**config.mk**
```make
export PLATFORM = sky130hd
export DESIGN_NAME = nearest_palette_color
export DESIGN_NICKNAME = d
export VERILOG_FILES = /design/src/hw/rtl/npc_pkg.sv /design/src/hw/rtl/npc_palette_ram.sv /design/src/hw/rtl/npc_dist_unit.sv /design/src/hw/rtl/npc_ctrl.sv /design/src/hw/rtl/nearest_palette_color.sv
export SDC_FILE = /design/constraint.sdc
export NUM_CORES = 2
export LEC_CHECK = 0
export BUFFER_PORTS_ARGS = -buffer_cell sky130_fd_sc_hd__buf_4
export CORE_MARGIN = 3
export CORE_UTILIZATION = 55
export CTS_CLUSTER_SIZE = 20
export DETAILED_ROUTE_END_ITERATION = 6
export GPL_TIMING_DRIVEN = 0
export PLACE_DENSITY = 0.71
export RECOVER_POWER = 25
export SLEW_MARGIN = 20
export SYNTH_ARGS = -nofsm -noshare
export SYNTH_HDL_FRONTEND = slang
export SYNTH_SLANG_ARGS = --single-unit
```
**constraint.sdc**
```tcl
create_clock -name aclk -period 19.7 [get_ports aclk]
set_clock_uncertainty 0.2 [all_clocks]
set_input_delay 3.94 -clock aclk [delete_from_list [all_inputs] [get_ports aclk]]
set_output_delay 3.94 -clock aclk [all_outputs]
set_load 0.01 [all_outputs]
```
**src/hw/rtl/npc_pkg.sv**
```systemverilog
`timescale 1ns / 1ps

package npc_pkg;

    localparam int PALETTE_DEPTH = 64;
    localparam int IDX_W         = $clog2(PALETTE_DEPTH);
    localparam int COUNT_W       = 7;
    localparam int CHAN_W        = 8;
    localparam int SQ_W          = 2 * CHAN_W;
    localparam int COLOR_W       = 3 * CHAN_W;
    localparam int NUMBER_W      = 16;
    localparam int DIST_W        = 18;
    localparam int WORD_W        = COLOR_W + NUMBER_W;

    localparam int RED_SHIFT     = 16;
    localparam int GREEN_SHIFT   = 8;

    typedef enum logic {
        ACTION_LOAD     = 1'b0,
        ACTION_CLASSIFY = 1'b1
    } action_t;

    typedef enum logic [1:0] {
        ST_IDLE,
        ST_SCAN,
        ST_DRAIN,
        ST_DONE
    } state_t;

    // Tag that travels alongside one palette entry through the read and distance stages
    typedef struct packed {
        logic             valid;
        logic             last;
        logic [IDX_W-1:0] idx;
    } tag_t;

    // Last slot searched: zero counts as one, large counts saturate at the depth
    function automatic logic [IDX_W-1:0] last_index(input logic [COUNT_W-1:0] n);
        logic [COUNT_W-1:0] m;
        if (n == '0) begin
            m = '0;
        end else if (n > COUNT_W'(PALETTE_DEPTH)) begin
            m = COUNT_W'(PALETTE_DEPTH - 1);
        end else begin
            m = n - COUNT_W'(1);
        end
        return m[IDX_W-1:0];
    endfunction

    // Square of the absolute difference of two channel values
    function automatic logic [SQ_W-1:0] chan_sq(input logic [CHAN_W-1:0] a,
                                                input logic [CHAN_W-1:0] b);
        logic [CHAN_W-1:0] d;
        d = (a > b) ? (a - b) : (b - a);
        return SQ_W'(d) * SQ_W'(d);
    endfunction

endpackage

```
**src/hw/rtl/npc_palette_ram.sv**
```systemverilog
`timescale 1ns / 1ps

module npc_palette_ram (
    input  logic                             aclk,
    input  logic                             we,
    input  logic [npc_pkg::IDX_W-1:0]        waddr,
    input  logic [npc_pkg::WORD_W-1:0]       wdata,
    input  logic                             re,
    input  logic [npc_pkg::IDX_W-1:0]        raddr,
    output logic [npc_pkg::WORD_W-1:0]       rdata
);

    logic [npc_pkg::WORD_W-1:0] mem [npc_pkg::PALETTE_DEPTH];
    logic [npc_pkg::WORD_W-1:0] rdata_reg;

    // Write one palette slot
    always_ff @(posedge aclk) begin
        if (we) begin
            mem[waddr] <= wdata;
        end
    end

    // Registered read
    always_ff @(posedge aclk) begin
        if (re) begin
            rdata_reg <= mem[raddr];
        end
    end

    assign rdata = rdata_reg;

endmodule

```
**src/hw/rtl/npc_dist_unit.sv**
```systemverilog
`timescale 1ns / 1ps

module npc_dist_unit (
    input  logic                              aclk,
    input  logic                              aresetn,
    input  logic [npc_pkg::WORD_W-1:0]        entry_word,
    input  npc_pkg::tag_t                     entry_tag,
    input  logic [npc_pkg::COLOR_W-1:0]       pixel,
    output npc_pkg::tag_t                     res_tag,
    output logic [npc_pkg::NUMBER_W-1:0]      res_number,
    output logic [npc_pkg::DIST_W-1:0]        res_dist
);

    logic [npc_pkg::COLOR_W-1:0]  color;
    logic [npc_pkg::SQ_W-1:0]     sq_r_next, sq_g_next, sq_b_next;
    logic [npc_pkg::SQ_W-1:0]     sq_r_reg, sq_g_reg, sq_b_reg;
    logic [npc_pkg::NUMBER_W-1:0] number_reg;
    npc_pkg::tag_t                tag_reg;

    assign color = entry_word[npc_pkg::COLOR_W-1:0];

    // Per-channel squared differences
    assign sq_r_next = npc_pkg::chan_sq(color[npc_pkg::RED_SHIFT +: npc_pkg::CHAN_W],
                                        pixel[npc_pkg::RED_SHIFT +: npc_pkg::CHAN_W]);
    assign sq_g_next = npc_pkg::chan_sq(color[npc_pkg::GREEN_SHIFT +: npc_pkg::CHAN_W],
                                        pixel[npc_pkg::GREEN_SHIFT +: npc_pkg::CHAN_W]);
    assign sq_b_next = npc_pkg::chan_sq(color[npc_pkg::CHAN_W-1:0],
                                        pixel[npc_pkg::CHAN_W-1:0]);

    // Hold the squares with the entry tag
    always_ff @(posedge aclk) begin
        if (!aresetn) begin
            tag_reg <= '0;
        end else begin
            tag_reg <= entry_tag;
        end
    end

    always_ff @(posedge aclk) begin
        sq_r_reg   <= sq_r_next;
        sq_g_reg   <= sq_g_next;
        sq_b_reg   <= sq_b_next;
        number_reg <= entry_word[npc_pkg::WORD_W-1:npc_pkg::COLOR_W];
    end

    // Sum of the three channel terms
    assign res_dist   = npc_pkg::DIST_W'(sq_r_reg) + npc_pkg::DIST_W'(sq_g_reg)
                      + npc_pkg::DIST_W'(sq_b_reg);
    assign res_tag    = tag_reg;
    assign res_number = number_reg;

endmodule

```
**src/hw/rtl/npc_ctrl.sv**
```systemverilog
`timescale 1ns / 1ps

module npc_ctrl (
    input  logic                              aclk,
    input  logic                              aresetn,
    input  logic                              s_valid,
    input  npc_pkg::action_t                  s_action,
    input  logic [npc_pkg::COLOR_W-1:0]       s_pixel,
    output logic                              s_ready,
    input  logic [npc_pkg::COUNT_W-1:0]       num_entries,
    output logic                              rd_en,
    output logic [npc_pkg::IDX_W-1:0]         rd_addr,
    output npc_pkg::tag_t                     rd_tag,
    output logic [npc_pkg::COLOR_W-1:0]       pixel,
    input  npc_pkg::tag_t                     res_tag,
    input  logic [npc_pkg::NUMBER_W-1:0]      res_number,
    input  logic [npc_pkg::DIST_W-1:0]        res_dist,
    output logic                              m_valid,
    input  logic                              m_ready,
    output logic [npc_pkg::NUMBER_W-1:0]      m_color_number,
    output logic [npc_pkg::DIST_W-1:0]        m_distance_squared,
    output logic [npc_pkg::IDX_W-1:0]         m_entry_found
);

    npc_pkg::state_t               state_reg, state_next;
    logic [npc_pkg::IDX_W-1:0]     addr_reg, addr_next;
    logic [npc_pkg::IDX_W-1:0]     last_idx_reg;
    logic [npc_pkg::COLOR_W-1:0]   pixel_reg;
    npc_pkg::tag_t                 rd_tag_reg, rd_tag_next;
    logic [npc_pkg::DIST_W-1:0]    best_dist_reg;
    logic [npc_pkg::IDX_W-1:0]     best_idx_reg;
    logic [npc_pkg::NUMBER_W-1:0]  best_number_reg;
    logic                          m_valid_reg, m_valid_next;
    logic [npc_pkg::NUMBER_W-1:0]  m_number_reg;
    logic [npc_pkg::DIST_W-1:0]    m_dist_reg;
    logic [npc_pkg::IDX_W-1:0]     m_idx_reg;
    logic                          start;
    logic                          issue_last;
    logic                          take;
    logic                          out_load;

    assign start      = s_valid && s_ready && (s_action == npc_pkg::ACTION_CLASSIFY);
    assign issue_last = (addr_reg == last_idx_reg);
    // Strictly smaller keeps the lowest slot on a tie
    assign take       = res_tag.valid && ((res_tag.idx == '0) || (res_dist < best_dist_reg));

    // Next state
    always_comb begin
        state_next = state_reg;
        case (state_reg)
            npc_pkg::ST_IDLE: begin
                if (start) state_next = npc_pkg::ST_SCAN;
            end
            npc_pkg::ST_SCAN: begin
                if (issue_last) state_next = npc_pkg::ST_DRAIN;
            end
            npc_pkg::ST_DRAIN: begin
                if (res_tag.valid && res_tag.last) state_next = npc_pkg::ST_DONE;
            end
            npc_pkg::ST_DONE: begin
                if (!m_valid_reg || m_ready) state_next = npc_pkg::ST_IDLE;
            end
            default: state_next = npc_pkg::ST_IDLE;
        endcase
    end

    // State outputs
    always_comb begin
        s_ready  = 1'b0;
        rd_en    = 1'b0;
        out_load = 1'b0;
        case (state_reg)
            npc_pkg::ST_IDLE:  s_ready  = 1'b1;
            npc_pkg::ST_SCAN:  rd_en    = 1'b1;
            npc_pkg::ST_DRAIN: rd_en    = 1'b0;
            npc_pkg::ST_DONE:  out_load = !m_valid_reg || m_ready;
            default:           s_ready  = 1'b0;
        endcase
    end

    // Read address and the tag that follows the read data
    always_comb begin
        addr_next = addr_reg;
        if (start) begin
            addr_next = '0;
        end else if (rd_en && !issue_last) begin
            addr_next = addr_reg + npc_pkg::IDX_W'(1);
        end
        rd_tag_next.valid = rd_en;
        rd_tag_next.last  = issue_last;
        rd_tag_next.idx   = addr_reg;
    end

    // Output register: load from the best entry, drop once taken
    always_comb begin
        m_valid_next = m_valid_reg;
        if (out_load) begin
            m_valid_next = 1'b1;
        end else if (m_ready) begin
            m_valid_next = 1'b0;
        end
    end

    always_ff @(posedge aclk) begin
        if (!aresetn) begin
            state_reg   <= npc_pkg::ST_IDLE;
            addr_reg    <= '0;
            rd_tag_reg  <= '0;
            m_valid_reg <= 1'b0;
        end else begin
            state_reg   <= state_next;
            addr_reg    <= addr_next;
            rd_tag_reg  <= rd_tag_next;
            m_valid_reg <= m_valid_next;
        end
    end

    // Capture the request and track the running best
    always_ff @(posedge aclk) begin
        if (start) begin
            pixel_reg    <= s_pixel;
            last_idx_reg <= npc_pkg::last_index(num_entries);
        end
        if (take) begin
            best_dist_reg   <= res_dist;
            best_idx_reg    <= res_tag.idx;
            best_number_reg <= res_number;
        end
        if (out_load) begin
            m_number_reg <= best_number_reg;
            m_dist_reg   <= best_dist_reg;
            m_idx_reg    <= best_idx_reg;
        end
    end

    assign rd_addr            = addr_reg;
    assign rd_tag             = rd_tag_reg;
    assign pixel              = pixel_reg;
    assign m_valid            = m_valid_reg;
    assign m_color_number     = m_number_reg;
    assign m_distance_squared = m_dist_reg;
    assign m_entry_found      = m_idx_reg;

    a_no_result_when_idle: assert property (@(posedge aclk) disable iff (!aresetn)
        (state_reg == npc_pkg::ST_IDLE) |-> !res_tag.valid)
        else $error("distance result arrived with no search running");

    a_addr_in_range: assert property (@(posedge aclk) disable iff (!aresetn)
        (state_reg == npc_pkg::ST_SCAN) |-> (addr_reg <= last_idx_reg))
        else $error("read address passed the last searched slot");

    a_best_in_range: assert property (@(posedge aclk) disable iff (!aresetn)
        (state_reg == npc_pkg::ST_DONE) |-> (best_idx_reg <= last_idx_reg))
        else $error("best slot outside the searched range");

    a_result_from_done: assert property (@(posedge aclk) disable iff (!aresetn)
        $rose(m_valid_reg) |-> ($past(state_reg) == npc_pkg::ST_DONE))
        else $error("result presented without a finished search");

endmodule

```
**src/hw/rtl/nearest_palette_color.sv**
```systemverilog
`timescale 1ns / 1ps

// Nearest palette color search.
// Input stream s_*: tuser selects the request kind (0 loads a palette slot,
// 1 classifies a pixel); tdata carries slot index, slot color, slot number and
// pixel. A load request gives no result. A classify request walks slots
// 0 .. num_entries-1 one per cycle through a registered palette memory read
// and a shared distance unit, so s_tready stays low until the search is done
// and its result is loaded into the output register.
// Result stream m_*: color number, squared distance and slot index of the
// nearest slot, lowest slot winning ties. The result sits in an output register;
// while the receiver stalls, the search that finishes next waits for it.
// cfg_*: writes num_entries (reset value 1; 0 acts as 1, above 64 saturates).
// Reset (aresetn low, synchronous) returns to idle and drops any pending
// result; palette contents are kept and must be loaded before they are searched.
module nearest_palette_color (
    input  logic        aclk,
    input  logic        aresetn,
    // tdata, low bit up: entry_index[5:0], entry_color[23:0], entry_number[15:0],
    // pixel[23:0], two zero pad bits
    input  logic [71:0] s_tdata,
    // tuser: action
    input  logic        s_tuser,
    input  logic        s_tvalid,
    output logic        s_tready,
    // tdata, low bit up: color_number[15:0], distance_squared[17:0], entry_found[5:0]
    output logic [39:0] m_tdata,
    output logic        m_tvalid,
    input  logic        m_tready,
    input  logic [6:0]  cfg_data,
    input  logic        cfg_valid,
    output logic        cfg_ready
);

    logic [npc_pkg::COUNT_W-1:0]  num_entries_reg;
    logic [npc_pkg::IDX_W-1:0]    entry_index;
    logic [npc_pkg::COLOR_W-1:0]  entry_color;
    logic [npc_pkg::NUMBER_W-1:0] entry_number;
    logic [npc_pkg::COLOR_W-1:0]  s_pixel;
    npc_pkg::action_t             action;
    logic                         ram_we;
    logic                         rd_en;
    logic [npc_pkg::IDX_W-1:0]    rd_addr;
    logic [npc_pkg::WORD_W-1:0]   rd_word;
    npc_pkg::tag_t                rd_tag;
    npc_pkg::tag_t                res_tag;
    logic [npc_pkg::NUMBER_W-1:0] res_number;
    logic [npc_pkg::DIST_W-1:0]   res_dist;
    logic [npc_pkg::COLOR_W-1:0]  pixel;
    logic [npc_pkg::NUMBER_W-1:0] m_color_number;
    logic [npc_pkg::DIST_W-1:0]   m_distance_squared;
    logic [npc_pkg::IDX_W-1:0]    m_entry_found;

    // Unpack the request
    assign entry_index  = s_tdata[5:0];
    assign entry_color  = s_tdata[29:6];
    assign entry_number = s_tdata[45:30];
    assign s_pixel      = s_tdata[69:46];
    assign action       = npc_pkg::action_t'(s_tuser);

    // Slot count register
    assign cfg_ready = 1'b1;

    always_ff @(posedge aclk) begin
        if (!aresetn) begin
            num_entries_reg <= npc_pkg::COUNT_W'(1);
        end else if (cfg_valid && cfg_ready) begin
            num_entries_reg <= cfg_data;
        end
    end

    // Palette load
    assign ram_we = s_tvalid && s_tready && (action == npc_pkg::ACTION_LOAD);

    npc_palette_ram u_ram (
        .aclk  (aclk),
        .we    (ram_we),
        .waddr (entry_index),
        .wdata ({entry_number, entry_color}),
        .re    (rd_en),
        .raddr (rd_addr),
        .rdata (rd_word)
    );

    npc_dist_unit u_dist (
        .aclk       (aclk),
        .aresetn    (aresetn),
        .entry_word (rd_word),
        .entry_tag  (rd_tag),
        .pixel      (pixel),
        .res_tag    (res_tag),
        .res_number (res_number),
        .res_dist   (res_dist)
    );

    npc_ctrl u_ctrl (
        .aclk               (aclk),
        .aresetn            (aresetn),
        .s_valid            (s_tvalid),
        .s_action           (action),
        .s_pixel            (s_pixel),
        .s_ready            (s_tready),
        .num_entries        (num_entries_reg),
        .rd_en              (rd_en),
        .rd_addr            (rd_addr),
        .rd_tag             (rd_tag),
        .pixel              (pixel),
        .res_tag            (res_tag),
        .res_number         (res_number),
        .res_dist           (res_dist),
        .m_valid            (m_tvalid),
        .m_ready            (m_tready),
        .m_color_number     (m_color_number),
        .m_distance_squared (m_distance_squared),
        .m_entry_found      (m_entry_found)
    );

    // Pack the result
    assign m_tdata = {m_entry_found, m_distance_squared, m_color_number};

endmodule

```
==> run summary <==
The flow ran to the end, but the final reports show violations. The final reports fail on design-rule violations, max-capacitance violations, max-slew violations. The run gives 5,286 as the gate count of the mapped netlist. On the critical path, the stage with the largest delay is an instance of sky130_fd_sc_hd__o41ai_1. For this run, global-route usage on met3 was measured as 7.886%. Setup slack on the worst reg-to-reg path comes out at 11.80 ns. The DRC violation count after routing came out at 5. The post-CTS resize count came out at 0.

The minimum clock period was 7.901 ns. The overall die height came out at 459.3 um. For the number of antenna violations at the first check in global routing, the log shows 27. In this run the cell area of the synthesized design comes to 0.1130 sq mm. The most instantiated flip-flop cell in the synthesis netlist is sky130_fd_sc_hd__edfxtp_1.

The global-route met2 utilization was 47.62%. VDD sags by at most 576.9 uV. The detailed-route vias per instance works out to 6.726. The kind of launch point of the worst setup path was a flip-flop. The floorplan step set the die width to 459.3 um.

The clock root buffer was sky130_fd_sc_hd__clkbuf_16. Leaving out fill and tap cells, the most frequent cell in the layout is sky130_fd_sc_hd__edfxtp_1. Before CTS, the worst setup slack after placement is 11.86 ns. During I/O placement, the number of pins put on the boundary was 128.

The total of flip-flops plus latches after synthesis is 2,803. For the total global routing track utilization, the log shows 31.19%. Max-cap violations in this run came to 34. At the later pin of the worst-skew pair, clock insertion delay measures 0.94 ns. After synthesis, the mean cell area works out to 21.38 sq um. The wire length of the first global-routing pass was 451,700 um. The delay contributed by the slowest stage of the critical path is 1.47 ns. The detailed placement HPWL was 217,100 um. The cell area after placement is 0.1217 sq mm, and the number of buffers created by CTS is 296.

The filler cells instantiated in the layout total 13.11k. After synthesis, the share of flip-flops with an asynchronous set or reset is 0%. The slack of the critical path is 11.80 ns, and the placeable core region is 0.2031 sq mm. The die covers 0.2109 sq mm. The signal on the critical path passes through ha_1 -> buf_2 -> and3_4 -> a21boi_1 -> o41ai_1 -> mux2i_1 -> xor2_1 -> nor2_1 -> fa_1 -> fa_1 -> ha_1 -> inv_1 -> fa_1 -> inv_1 -> ha_1 -> a21o_1 -> a21oi_1 -> o21ai_0 -> a2111o_1 -> a31o_2 -> a21oi_1 -> xnor2_1.

Share of cells above drive strength 1: 27.21%. The tools report the number of slew-limit violations in the final report as 2,079. The layer flagged by global routing as most heavily used is met2.

Worst-path maximum fanout: 10. After clock tree synthesis, the clock-pin slew on the worst setup and hold paths is 0.06 ns. The clock passes through at most 4 buffers.

Once detail routing completed, the nets flagged for antenna violations numbered 0. Once the floorplan was initialized, standard cells occupied 55.62% of the core. The element type at the critical path end was a flip-flop. The number of enable-type register cells in the synthesized netlist was 2,710; the final hold violation count was 0. Entering global routing, the biggest net connects 65 pins.

Headroom to the max-slew limit came out at -129.9%. Summed over all layers, the routed wires come to 326,100 um. After detailed routing, the average wire length per cell comes to 37.21 um. For this run, the register share of the synthesized area comes to 73.67%. The number of endpoints failing setup at the final stage came out at 0. The final estimated routing congestion in global placement is 0.8724, and the count of input and output buffers is 120.

For this run, the number of standard cells in the final layout without fillers is 8,764. Relative to the synthesized area, the layout overhead comes to 15.60%. For the final total negative setup slack, the log shows 0 ns. The tools report the capture point of the worst path as u_dist.sq_g_reg[13]. Number of distinct library cells after synthesis: 79.

For this run, the number of Yosys warnings is 0. The analysis attributes to cell leakage a power of 42.08 nW. The post-CTS setup-driven buffer insertion count came out at 0.

For this design, the CTS-stage hold fixing added 0 buffers. Setup repair after global routing left no endpoint under its margin. In the global route stage, met1 resource usage came out at 41.23%. The register with the most flip-flops in the layout has 2,560 of them. The pre-antenna-repair detailed-routing pass consisted of 7 iterations.

The tools report the critical path startpoint as u_ctrl.pixel[12]. In the layout the commonest cells are sky130_fd_sc_hd__edfxtp_1 (2,710), sky130_fd_sc_hd__mux4_2 (788), sky130_fd_sc_hd__clkbuf_16 (302), sky130_fd_sc_hd__inv_1 (220), sky130_fd_sc_hd__ha_1 (189). The H-tree was split into 5 levels. For the worst setup path, the data arrival time is 8.53 ns.

TritonCTS built the clock tree. Across all layers, the routed design uses 58.94k vias. The number of clock sinks seen by CTS is 2,803.

The run gives 9,465 as the starting DRC count in detailed routing. The final instance area came out at 0.1306 sq mm. The via count of the first global-routing pass was 58.12k; the logic depth of the worst register-to-register path was 22. In this run the critical register-to-register path is captured at u_dist.sq_g_reg[13].

The reg-to-reg critical path startpoint is u_ctrl.pixel[12]. After detailed placement, the design holds a cell count of 8,238. The overall overflow remaining after global route came out at 0. For the data required time at the worst endpoint, the log shows 20.33 ns.

For the pin with the worst max-slew slack, the measured transition is 3.449 ns. The initialized floorplan defines 165 standard-cell rows. After the last flow step, the layout net total stands at 6,220. The ratio of final minimum period to clock period was 40.11%. The tightest min-delay check is of the flip-flop to flip-flop type.

The maximum clock frequency is 0.1266 GHz. Type of the worst setup path: flip-flop to flip-flop. The cell area power density came out at 183.4 mW/mm^2.
critical path: cells and delay by family (launching register included):
family	cells	cell delay, ns
DFF	1	0.47
xor gates and xnor gates	2	0.87
muxes	1	0.33
AOI/OAI and AO/OA	8	2.98
buffers and inverters	3	0.26
adders and majority gates	6	2.33
and+or+nand+nor	2	0.37
report_power, final:
part	internal (mW)	leakage (nW)	switching, mW
clock	3.10	4.47	2.24
sequential	6.92	25.2	0.0727
combinational	5.04	12.5	6.58
total	15.1	42.1	8.89
final cells by class:
| cell class | instances | area, sq um | share of cell area [%] |
|---|---|---|---|
| antenna | 16 | 40.04 | 0.03065 |
| buffer | 241 | 1116 | 0.8544 |
| clock buffer | 364 | 7854 | 6.013 |
| clock inverter | 146 | 1256 | 0.9617 |
| inverter | 223 | 837.1 | 0.6408 |
| multi-input combinational | 2020 | 28310 | 21.67 |
| sequential | 2803 | 83240 | 63.73 |
| tap | 2672 | 3343 | 2.559 |
| timing repair buffer | 279 | 4623 | 3.539 |
cell families (layout without fill, tap and decap cells):
family	after synthesis	after routing	synth area share (%)
other cells	2	19	0.006646
fa+ha+maj	273	273	3.563
buf+inv	464	1253	1.696
flops	2803	2803	73.67
simple gates	435	435	1.823
xor+xnor	99	99	0.8106
mux	875	875	16.49
compound gates	335	335	1.946
worst min path at each step:
stage / start / endpoint / slack, ns / cells after the start
floorplan: u_ram.rdata[24] / u_dist.res_number[0] / 0.12 / 0
global placement: u_ram.rdata[34] / u_dist.res_number[10] / 0.13 / 0
detailed placement: u_ram.rdata[24] / u_dist.res_number[0] / 0.13 / 0
CTS: u_ram.rdata[24] / u_dist.res_number[0] / 0.14 / 0
global route: u_ram.rdata[24] / u_dist.res_number[0] / 0.15 / 0
finish: u_ram.rdata[25] / u_dist.res_number[1] / 0.14 / 0
routing by layer:
metal / part of all wire (%) / vias to the layer above
li1: - / 22880
met1: 35 / 30830
met2: 46 / 4344
met3: 12 / 885
met4: 7.0 / 10
met5: 0.032 / -
synthesized netlist by cell type (25+ instances only):
cell type                  count  area (sq um)
sky130_fd_sc_hd__a211oi_1     64         480.5
sky130_fd_sc_hd__a21o_1       42         315.3
sky130_fd_sc_hd__a21oi_1     112         560.5
sky130_fd_sc_hd__buf_1        38         142.6
sky130_fd_sc_hd__buf_2        86         430.4
sky130_fd_sc_hd__clkbuf_1    101         379.1
sky130_fd_sc_hd__dfxtp_1      93          1862
sky130_fd_sc_hd__edfxtp_1   2710         81380
sky130_fd_sc_hd__fa_1         82          1642
sky130_fd_sc_hd__ha_1        189          2365
sky130_fd_sc_hd__inv_1       221         829.6
sky130_fd_sc_hd__mux2i_1      81         810.8
sky130_fd_sc_hd__mux4_2      788         17750
sky130_fd_sc_hd__nand2_1      49         183.9
sky130_fd_sc_hd__nor2_1      208         780.8
sky130_fd_sc_hd__nor2b_1      57         356.6
sky130_fd_sc_hd__nor3_1       25         125.1
sky130_fd_sc_hd__o21ai_0      37         185.2
sky130_fd_sc_hd__xnor2_1      53         464.2
sky130_fd_sc_hd__xor2_1       41         359.1
metrics by stage:
step / total power, mW / util, % / hold WS [ns]
after floorplan: 15.99 / - / 0.1233
after global placement: 18.51 / 57.71 / 0.1268
after detailed placement: 18.78 / 59.90 / 0.1269
after CTS: 24.11 / 64.39 / 0.1389
after global routing: 25.76 / 64.29 / 0.1505
final: 23.95 / 64.30 / 0.1402
Power figures use the tool's default switching activity.
